===== config.mk =====
export PLATFORM = sky130hd
export DESIGN_NAME = sss_ram
export DESIGN_NICKNAME = d
export VERILOG_FILES = /design/src/hw/rtl/sss_ram.sv
export SDC_FILE = /design/constraint.sdc
export NUM_CORES = 1
export LEC_CHECK = 0
export BUFFER_PORTS_ARGS = -buffer_cell sky130_fd_sc_hd__buf_2
export CORE_MARGIN = 3
export CORE_UTILIZATION = 50
export DETAILED_ROUTE_END_ITERATION = 8
export PLACE_DENSITY = 0.66
export SYNTH_ARGS = -nofsm -noshare
export SYNTH_HDL_FRONTEND = slang
export SYNTH_SLANG_ARGS = --single-unit

===== constraint.sdc =====
create_clock -name clock -period 2.7 [get_ports clock]
set_clock_uncertainty 0.15 [all_clocks]
set_input_delay 0.405 -clock clock [delete_from_list [all_inputs] [get_ports clock]]
set_output_delay 0.405 -clock clock [all_outputs]
set_load 0.1 [all_outputs]

===== src/hw/rtl/sss_ram.sv =====
// Single write port, single registered read port RAM.
module sss_ram #(
   parameter int WIDTH = 8,
   parameter int DEPTH = 64,
   parameter int ADDR_W = 6
) (
   input  logic              clock,
   input  logic              wr_en,
   input  logic [ADDR_W-1:0] wr_addr,
   input  logic [WIDTH-1:0]  wr_data,
   input  logic              rd_en,
   input  logic [ADDR_W-1:0] rd_addr,
   output logic [WIDTH-1:0]  rd_data
);

   logic [WIDTH-1:0] mem_ff [DEPTH];
   logic [WIDTH-1:0] rd_data_ff;

   always_ff @(posedge clock) begin
      if (wr_en) begin
         mem_ff[wr_addr] <= wr_data;
      end
      if (rd_en) begin
         rd_data_ff <= mem_ff[rd_addr];
      end
   end

   assign rd_data = rd_data_ff;

endmodule


# Yosys cells after proc, flatten, opt, wreduce, memory -nomap -nowiden

Memory sizes are Yosys's and may differ from the RTL's. A register that Yosys moved wholly into a read port is not among the register bits.
Index checks and enable logic that the tools add are counted.

Bits in registers: 0
Bits in latches: 0
Memory bits (writable): 512
ROM bits: 0
Bits of input ports: 23
Output and inout port bits: 8
Logic and storage cells: 3
Memories: 1

Memory list:

| name   | depth | bits a word | rd ports | clocked after memory_dff | write ports | RTL line | text |
|---|---|---|---|---|---|---|---|
| mem_ff | 64    | 8           | 1        | 1                        | 1           | 16       | `logic [WIDTH-1:0] mem_ff [DEPTH];` |

Add/sub/neg operators: 0
Multipliers: 0
Divide/modulo/power cells: 0
Order comparisons: 0
Equality and inequality tests: 0
Shift operators: 0
Mux-type cells: 2
Bitwise logic cells: 0
Reductions and logical operators: 0

Operators by type and width:

| operator         | count |
|---|---|
| 2-to-1 mux 1 bit | 2 |

# Longest topological paths before layout

Gate-level depths: netlist (run 1).

Depth after elaboration: 2
Depth in mapped cells: 9
Gate-level depth less buffers: 5

# Worst setup path after synthesis (run 1)

OpenSTA, ideal clock, no wires.

Path kind: in2reg
Start: input port rd_addr[1]
End: register rd_data_ff[3] (netlist: rd_data[3]), read port of mem_ff (data pin)
Setup time: 0.266 ns
Arrival time: 1.945 ns
Data required time: 2.284 ns
Path slack: 0.339 ns
Stages on the path: 7
Path buffers: 3
Cell sequence: buf_4 buf_2 buf_2 mux4_2 mux4_2 o21ai_1 o41ai_1

RTL lines:

| element         | RTL line | text |
|---|---|---|
| start, declared | 12       | `input logic [ADDR_W-1:0] rd_addr,` |
| end, declared   | 17       | `logic [WIDTH-1:0] rd_data_ff;` |

==> metrics, run 1 <==
drt drc 0; yosys warns 0; Die Height 207 microns; WP data arrival 2.45 ns; die width 207 microns; Num CTS Buffers 51; worst min path class input pin to flop; setup violators final 0; CTS H-tree lvls 2; Clk Latency, worst-skew pair 0.59 ns; Syn Area/Cell 21.5 sq um; Crit Path Class flop to flop; initial antenna violation count 7; Post-Synthesis Cells 940; Final #Nets 1133; EDFF count, synth 520; RR Startpoint mem_ff[16][4]$_DFFE_PP_; initial drt markers 1070; Distinct cells, synth 39; r2r endpoint rd_data[4]$_DFFE_PP_; CP endpoint rd_data[4]$_DFFE_PP_; Slew HR 0.187; final wirelength 44700 microns; post-CTS sizing 0; prevailing post-synth register cell edfxtp_1; clock slew at reported path FFs 0.06 ns; Detail Route Antenna Nets 0; final-report hold violation count 0; Synth top cells by count edfxtp_1, mux4_2, nor2_1; routed vias/inst 5.95; 1st-pass router iterations 5; period utilisation layout 0.846; vias in the first global route 10.1k; Final Util 0.593; Root Driver clkbuf_16; Leakage 7.67 nW; fmax 438 MHz; critical path required time 2.87 ns; Post-synth ARST share 0; post-synthesis register bit count 520; row count 73; Pins Over Slew Limit 0; most frequent cell after synthesis edfxtp_1; wire per inst 26.7 microns; R2R depth 5; global-route wire length before repair 66700 microns; FF-to-FF setup slack 0.42 ns; Setup crit end kind flop; largest net degree at the start of global routing 65; via count 9961; Slew @ Worst Pin 1.22 ns; Post-Syn Nets 963; Initial Util 0.508; deepest clock path buffer count 3; mapped cell area 0.0202 sq mm; top-area cell type share of the netlist area 0.771; status finished clean; Crit. Startpoint mem_ff[16][4]$_DFFE_PP_; number of I/O pins 31; post-route total power 0.0169 W; Area growth syn-to-layout 16.6%; GPL Wtd Cong 0.838; I/O Buffers 30; Hold WS 0.0797 ns; maximum fanout along the worst path 1; GRT Util Overall 0.211; Max Cap Violations 0; Peak VDD IR 0.000773 V; die area 0.0429 sq mm; # hold bufs at CTS 0; Overflow after GRT 0; RSZ-0062 raised after global routing no; hpwl dp 29100 microns; cell type with the largest total area after synthesis edfxtp_1; top cells by area, synth edfxtp_1, mux4_2, nor2_1; CTS sink cnt 520; CTS tree yes; placeable core region 0.0398 sq mm; crit path time final 2.28 ns; Power Density 717 mW/mm^2; Setup crit start kind flop; Seq/Total Area, Yosys 0.771; Post-CTS Repair Setup Buffers 0; layout cells sized above 1 0.332
## metrics by stage
step | std cells | area, sq um | setup slack [ns] | setup TNS (ns)
after global placement | 1582 | 22000 | -0.0815 | -0.190
after floorplan | 940 | 20200 | 0.339 | 0
after detailed placement | 1582 | 22000 | -0.115 | -0.333
after global routing | 1675 | 23600 | 0.360 | 0
final | 1675 | 23600 | 0.416 | 0
after CTS | 1674 | 23600 | 0.429 | 0
## power breakdown
group / switching (W) / internal, W / leakage (nW)
Combinational: 0.000595 / 0.000376 / 2.17
Sequential: 0.0000253 / 0.00895 / 4.69
Clock: 0.00287 / 0.00412 / 0.810
## registers in the layout (all words and copies together), names as in the netlist
| signal | cells |
|---|---|
| mem_ff | 512 |
| rd_data | 8 |
## layout by cell type (no fill, tap or decap), types with 7 or more instances in the layout
master and instances:
nand2_1 19, nor2b_1 14, o22ai_1 8, edfxtp_1 520, nand3_1 13, nor2_1 83, mux4_2 126, buf_4 126
clkinv_2 11, nand2b_1 7, buf_2 27, nor3_1 7, mux2i_1 23, clkinv_1 14, o221ai_1 8, clkbuf_16 53
mux2_2 13, buf_12 14
## cell families after synthesis
group / after synthesis / synth area share
AND/OR/NAND/NOR: 153 / 0.0337
flip-flops: 520 / 0.771
multiplexers: 162 / 0.159
buffers and inverters: 51 / 0.0156
AO/OA/AOI/OAI: 54 / 0.0206
## layer usage
metal  vias to the layer above  routed length [microns]  track usage
met2                       376                    20900        0.319
met1                      5187                    19000        0.316
met3                        98                     3270       0.0394
met5                         -                       80            0
met4                        12                     1360       0.0730
li1                       4288                        -            -
## worst max-delay path, cell delays in order (launching register included)
cell	delay [ns]
edfxtp_1	0.37
mux4_2	0.46
mux2_2	0.27
o221a_2	0.28
nor3_1	0.36
o32ai_1	0.14
## final cells by class
class / count / area [sq um]
Fill cell: 2874 / 16200
Tap cell: 525 / 657
Clock buffer: 59 / 1350
Multi-Input combinational cell: 369 / 4320
Antenna cell: 1 / 2.50
Sequential cell: 520 / 15600
Clock inverter: 33 / 303
Timing Repair Buffer: 168 / 1380
## worst min path at each step
stage / from / endpoint / slack (ns) / cells after the start
floorplan: wr_data[0] / mem_ff[0][0]$_DFFE_PP_ / 0.35 / 0
global placement: rd_en / rd_data[2]$_DFFE_PP_ / 0.66 / 1
detailed placement: rd_en / rd_data[0]$_DFFE_PP_ / 0.67 / 1
CTS: rd_en / rd_data[7]$_DFFE_PP_ / 0.04 / 1
global route: rd_en / rd_data[6]$_DFFE_PP_ / 0.06 / 1
finish: rd_en / rd_data[6]$_DFFE_PP_ / 0.08 / 1
Power figures use the tool's default switching activity.
==> run 2: changes to the inputs <==
--- a/config.mk
+++ b/config.mk
@@ -9,7 +9,7 @@
 export CORE_MARGIN = 3
 export CORE_UTILIZATION = 50
 export DETAILED_ROUTE_END_ITERATION = 8
-export PLACE_DENSITY = 0.66
+export PLACE_DENSITY = 0.68
 export SYNTH_ARGS = -nofsm -noshare
 export SYNTH_HDL_FRONTEND = slang
 export SYNTH_SLANG_ARGS = --single-unit
==> constraint.sdc (replaced) <==
create_clock -name clock -period 2.1 [get_ports clock]
set_clock_uncertainty 0.15 [all_clocks]
set_input_delay 0.315 -clock clock [delete_from_list [all_inputs] [get_ports clock]]
set_output_delay 0.315 -clock clock [all_outputs]
set_load 0.1 [all_outputs]
==> run 2 against run 1 <==
- via count is 2.0% higher
- worst hold slack is essentially flat
- final area increased by 1.2%
- flip-flop and latch count is the same
- largest power group unchanged
- global-route usage grew 0.16 points
- critical path type unchanged
- sequential share of layout area down 0.77 points
- the flow now finishes with violations (setup timing)
- die area is the same
- critical endpoint is now rd_data[6]$_DFFE_PP_
- maximum frequency up 6.0%
- clock power grew 28%
- routed wire length up 0.57%
- largest cell class unchanged
==> metrics, run 2 (synthesis results as in run 1) <==
Peak VDD IR 0.000533 V (was 0.000773 V); 1st-pass router iterations 6 (was 5); I/O Buffers 30 (unchanged); GRT Util Overall 0.213 (was 0.211); maximum fanout along the worst path 1 (unchanged); RSZ-0062 raised after global routing yes (was no); Setup crit start kind flop (unchanged); critical path required time 2.26 ns (was 2.87 ns); CTS H-tree lvls 2 (unchanged); deepest clock path buffer count 3 (unchanged); worst hold stages 3 (was 1); wire per inst 26.4 microns (was 26.7 microns); Crit path depth 5 (unchanged); Max Cap Violations 0 (unchanged); Most flops, register mem_ff (unchanged); most common cell after layout, fill and taps aside edfxtp_1 (unchanged); Leakage 7.80 nW (was 7.67 nW); largest net degree at the start of global routing 65 (unchanged); failing checks setup timing; CTS tree yes (unchanged); placeable core region 0.0398 sq mm (unchanged); GPL Wtd Cong 0.859 (was 0.838); final wirelength 44900 microns (was 44700 microns); Num CTS Buffers 52 (was 51); critical path's top delay family multiplexers (unchanged); row count 73 (unchanged); Non-Filler Instances 1701 (was 1675); Die Height 207 microns (unchanged); cell-by-cell trace of the critical path mux4_2 > mux2_4 > o221a_4 > nor3_4 > o32ai_2 (was mux4_2 > mux2_2 > o221a_2 > nor3_1 > o32ai_1); Slew @ Worst Pin 1.19 ns (was 1.22 ns); Final #Nets 1155 (was 1133); drt drc 0 (unchanged); Initial Util 0.508 (unchanged); initial drt markers 1162 (was 1070); die width 207 microns (unchanged); period utilisation layout 1.03 (was 0.846); post-route total power 0.0218 W (was 0.0169 W); Power Density 914 mW/mm^2 (was 717 mW/mm^2); PnR worst setup slack -0.0533 ns (was 0.416 ns); global-route wire length before repair 68000 microns (was 66700 microns); crit path time final 2.15 ns (was 2.28 ns); routed vias/inst 5.97 (was 5.95); Setup crit end kind flop (unchanged); Pins Over Slew Limit 0 (unchanged); Slew HR 0.204 (was 0.187); via count 10.2k (was 9961); setup violators final 2 (was 0); number of I/O pins 31 (unchanged); initial antenna violation count 2 (was 7); layout cells sized above 1 0.347 (was 0.332); R2R depth 5 (unchanged); worst min path class input pin to flop (unchanged); dpl ws -0.586 ns (was -0.115 ns); fmax 464 MHz (was 438 MHz); Clk Latency, worst-skew pair 0.59 ns (about the same); Crit Path Class flop to flop (unchanged); Cells after DPL 1602 (was 1582); Post-CTS Repair Setup Buffers 0 (unchanged); CP peak stage delay 0.48 ns (was 0.46 ns); commonest non-fill, non-tap cells in the layout edfxtp_1, buf_4, mux4_2 (was edfxtp_1, mux4_2, buf_4); Detail Route Antenna Nets 0 (unchanged); slowest cell on the critical path mux4_2 (unchanged); WP data arrival 2.32 ns (was 2.45 ns); die area 0.0429 sq mm (unchanged); Final Util 0.600 (was 0.593); hpwl dp 28500 microns (was 29100 microns); final-report hold violation count 0 (unchanged); clock slew at reported path FFs 0.06 ns (about the same); CTS sink cnt 520 (unchanged); Overflow after GRT 0 (unchanged); max reg flops 512 (unchanged); vias in the first global route 10.4k (was 10.1k); Area growth syn-to-layout 18.0% (was 16.6%); status finished, violations left (was finished clean); Buf+Inv Stages, Crit Path 0 (unchanged); Root Driver clkbuf_16 (unchanged)
[run 2: changes by cell type in the layout (fill, tap and decap cells not counted), moves of 3 or more]
cell | previous run | this run
clkinv_2 | 11 | 6
clkbuf_1 | 6 | 15
a221oi_1 | 6 | 3
buf_4 | 126 | 146
inv_6 | 0 | 3
[run 2: timing repair]
item / 4_1_cts / 5_1_grt
hold buffers: 1 / 0
endpoints found under the setup margin: 7 / 8
endpoints found under the hold margin: 8 / 0
resized for setup: 12 / 11
pin swaps: 2 / 3
[run 2: worst paths after layout]
kind / from / endpoint / slack [ns]
setup reg to reg: mem_ff[21][6]$_DFFE_PP_ / rd_data[6]$_DFFE_PP_ / -0.05
hold / removal: wr_addr[2] / mem_ff[53][7]$_DFFE_PP_ / 0.08
hold reg to reg: mem_ff[34][2]$_DFFE_PP_ / rd_data[2]$_DFFE_PP_ / 0.79
setup / recovery: mem_ff[21][6]$_DFFE_PP_ / rd_data[6]$_DFFE_PP_ / -0.05
[run 2: per-layer routing]
metal | wire length [microns] | global-route usage | vias to the layer above
met3 | 3640 | 0.0446 | 77
met1 | 18300 | 0.306 | 5302
met4 | 1540 | 0.0852 | 2
met5 | 13 | 0 | -
met2 | 21400 | 0.324 | 450
li1 | - | - | 4325
[run 2: worst min-delay path: cells and delay by family]
family                 cells  cell delay, ns
and+or+nand+nor            2            0.17
buffers and inverters      1            0.16
[run 2: where the power goes]
group          switching [W]  internal (W)  total, W
logic               0.000802      0.000523   0.00133
clock network        0.00373       0.00524   0.00897
registers          0.0000344        0.0115    0.0115
total                0.00456        0.0173    0.0218
[run 2: through the flow]
stage                     TNS, ns  area [sq um]  hold slack, ns
after floorplan            -0.361         20300           0.264
after global placement      -4.07         22100           0.544
after detailed placement    -4.15         22100           0.547
after CTS                 -0.0557         23800          0.0468
after global routing       -0.269         23900          0.0839
final                     -0.0921         23900          0.0795
[run 2: final cells by class]
class,instances,area [sq um]
antenna,1,2.50
clock inverter,29,263
timing repair buffer,189,1540
multi-input combinational,369,4440
clock buffer,68,1380
tap,525,657
fill,2826,15900
sequential,520,15600
==> run 3: changes to the inputs <==
--- a/config.mk
+++ b/config.mk
@@ -7,9 +7,9 @@
 export LEC_CHECK = 0
 export BUFFER_PORTS_ARGS = -buffer_cell sky130_fd_sc_hd__buf_2
 export CORE_MARGIN = 3
-export CORE_UTILIZATION = 50
+export CORE_UTILIZATION = 40
+export CTS_CLUSTER_SIZE = 14
 export DETAILED_ROUTE_END_ITERATION = 8
-export PLACE_DENSITY = 0.68
 export SYNTH_ARGS = -nofsm -noshare
 export SYNTH_HDL_FRONTEND = slang
 export SYNTH_SLANG_ARGS = --single-unit
==> run 3 against run 2 <==
- the run still ends with setup timing left
- non-clock buffer count increased by 1
- utilization decreased by 11 points
- routed wire length increased by 1.6%
- flip-flop and latch count unchanged
- register-to-register slack about the same
- largest cell class unchanged
- critical path depth unchanged
- largest power group unchanged
==> metrics, run 3 (synthesis results as in run 1) <==
Power Density 898 mW/mm^2 (was 914 mW/mm^2); CTS tree yes (unchanged); GRT Util Overall 0.175 (was 0.213); Max Cap Violations 0 (unchanged); hpwl dp 29700 microns (was 28500 microns); Leakage 7.78 nW (was 7.80 nW); deepest clock path buffer count 3 (unchanged); Initial Util 0.409 (was 0.508); CTS sink cnt 520 (unchanged); vias in the first global route 10.3k (was 10.4k); Detail Route Antenna Nets 0 (unchanged); wire per inst 24.9 microns (was 26.4 microns); via count 9960 (was 10.2k); clock slew at reported path FFs 0.06 ns (about the same); r2r endpoint rd_data[2]$_DFFE_PP_ (was rd_data[6]$_DFFE_PP_); global-route wire length before repair 68300 microns (was 68000 microns); Root Driver clkbuf_16 (unchanged); initial drt markers 1063 (was 1162); WP data arrival 2.33 ns (was 2.32 ns); PnR worst setup slack -0.0471 ns (was -0.0533 ns); FF-to-FF setup slack -0.05 ns (about the same); row count 81 (was 73); period utilisation layout 1.02 (was 1.03); initial antenna violation count 2 (unchanged); layout cells sized above 1 0.357 (was 0.347); Num CTS Buffers 51 (was 52); cell repeated most along the worst path mux4_2; setup violators final 4 (was 2); final-report hold violation count 0 (unchanged); CP peak stage delay 0.53 ns (was 0.48 ns); Setup crit end kind flop (unchanged); 1st-pass router iterations 5 (was 6); max reg flops 512 (unchanged); Final #Nets 1155 (unchanged); Slew HR 0.186 (was 0.204); RSZ-0062 raised after global routing yes (unchanged); slowest cell on the critical path mux4_2 (unchanged); fmax 466 MHz (was 464 MHz); I/O Buffers 30 (unchanged); critical path required time 2.28 ns (was 2.26 ns); status finished, violations left (unchanged); routed vias/inst 5.42 (was 5.97); Crit Path Class flop to flop (unchanged); Most flops, register mem_ff (unchanged); Hold Crit Start wr_data[0] (was wr_addr[2]); dpl ws -0.534 ns (was -0.586 ns); cell-by-cell trace of the critical path mux4_2 > mux4_2 > nor2_2 > nor3_1 > o2bb2ai_1 (was mux4_2 > mux2_4 > o221a_4 > nor3_4 > o32ai_2); Post-CTS Repair Setup Buffers 0 (unchanged); commonest non-fill, non-tap cells in the layout edfxtp_1, buf_4, mux4_2 (unchanged); Die Height 231 microns (was 207 microns); final wirelength 45700 microns (was 44900 microns); number of I/O pins 31 (unchanged); Clk Latency, worst-skew pair 0.59 ns (about the same); Pins Over Slew Limit 0 (unchanged); die area 0.0534 sq mm (was 0.0429 sq mm); Slew @ Worst Pin 1.22 ns (was 1.19 ns); Area growth syn-to-layout 18.8% (was 18.0%); die width 231 microns (was 207 microns); placeable core region 0.0495 sq mm (was 0.0398 sq mm); crit path time final 2.15 ns (about the same); worst min path class input pin to flop (unchanged); CTS H-tree lvls 2 (unchanged); Overflow after GRT 0 (unchanged); Peak VDD IR 0.000520 V (was 0.000533 V); Final Util 0.486 (was 0.600); Setup crit start kind flop (unchanged); most common cell after layout, fill and taps aside edfxtp_1 (unchanged); largest net degree at the start of global routing 65 (unchanged); worst hold endpoint mem_ff[12][0]$_DFFE_PP_ (was mem_ff[53][7]$_DFFE_PP_); failing checks setup timing (unchanged); GPL Wtd Cong 0.793 (was 0.859); drt drc 0 (unchanged); RR Startpoint mem_ff[9][2]$_DFFE_PP_ (was mem_ff[21][6]$_DFFE_PP_); maximum fanout along the worst path 1 (unchanged); worst hold stages 1 (was 3); R2R depth 5 (unchanged); setup tns final -0.147 ns (was -0.0921 ns)
[run 3: power by group]
| part | internal [W] | switching (W) | leakage [nW] |
|---|---|---|---|
| clock | 0.00495 | 0.00378 | 0.776 |
| sequential | 0.0115 | 0.0000330 | 4.69 |
| combinational | 0.000528 | 0.000787 | 2.32 |
| total | 0.0170 | 0.00460 | 7.78 |
[run 3: through the flow]
| step | total power (W) | cell area (sq um) | hold WS (ns) | std cells |
|---|---|---|---|---|
| after floorplan | 0.0125 | 20300 | 0.264 | 940 |
| after global placement | 0.0130 | 22300 | 0.543 | 1741 |
| after detailed placement | 0.0131 | 22300 | 0.553 | 1741 |
| after CTS | 0.0218 | 24000 | 0.0575 | 1835 |
| after global routing | 0.0223 | 24000 | 0.0791 | 1835 |
| final | 0.0216 | 24000 | 0.0737 | 1836 |
[run 3: worst max-delay path by stage]
stage | from | to | slack, ns | cells past startpoint
after detailed placement | rd_addr[0] | rd_data[4]$_DFFE_PP_ | -0.53 | 7
after floorplan | rd_addr[0] | rd_data[7]$_DFFE_PP_ | -0.05 | 7
final | mem_ff[9][2]$_DFFE_PP_ | rd_data[2]$_DFFE_PP_ | -0.05 | 5
after global routing | mem_ff[52][4]$_DFFE_PP_ | rd_data[4]$_DFFE_PP_ | -0.09 | 5
after CTS | mem_ff[55][6]$_DFFE_PP_ | rd_data[6]$_DFFE_PP_ | -0.08 | 5
after global placement | rd_addr[0] | rd_data[6]$_DFFE_PP_ | -0.50 | 7
[run 3: repair_timing]
action	in CTS	in global routing
endpoints found under the setup margin	7	7
pin swaps	2	6
hold buffers	2	0
resized for setup	10	9
endpoints found under the hold margin	11	0
[run 3: cell type report]
cell class              instances  area [sq um]
repair buffers                190          1610
diodes                          1          2.50
multi-input cells             369          4400
flip-flops and latches        520         15600
well taps                     664           831
fillers                      4079         25400
clock inverters                34           246
clock buffers                  58          1350
[run 3: worst max-delay path: cells and delay by family (launching register included)]
kind             cells  cell delay, ns
flip-flops           1            0.37
multiplexers         2            1.03
AO/OA/AOI/OAI        1            0.14
AND/OR/NAND/NOR      2            0.21
[run 3: routing by layer]
| layer | GRT usage | part of all wire | vias up |
|---|---|---|---|
| li1 | - | - | 4321 |
| met1 | 0.245 | 0.43 | 5257 |
| met2 | 0.275 | 0.48 | 296 |
| met3 | 0.0427 | 0.067 | 84 |
| met4 | 0.0531 | 0.027 | 2 |
| met5 | 0 | 0.00015 | - |
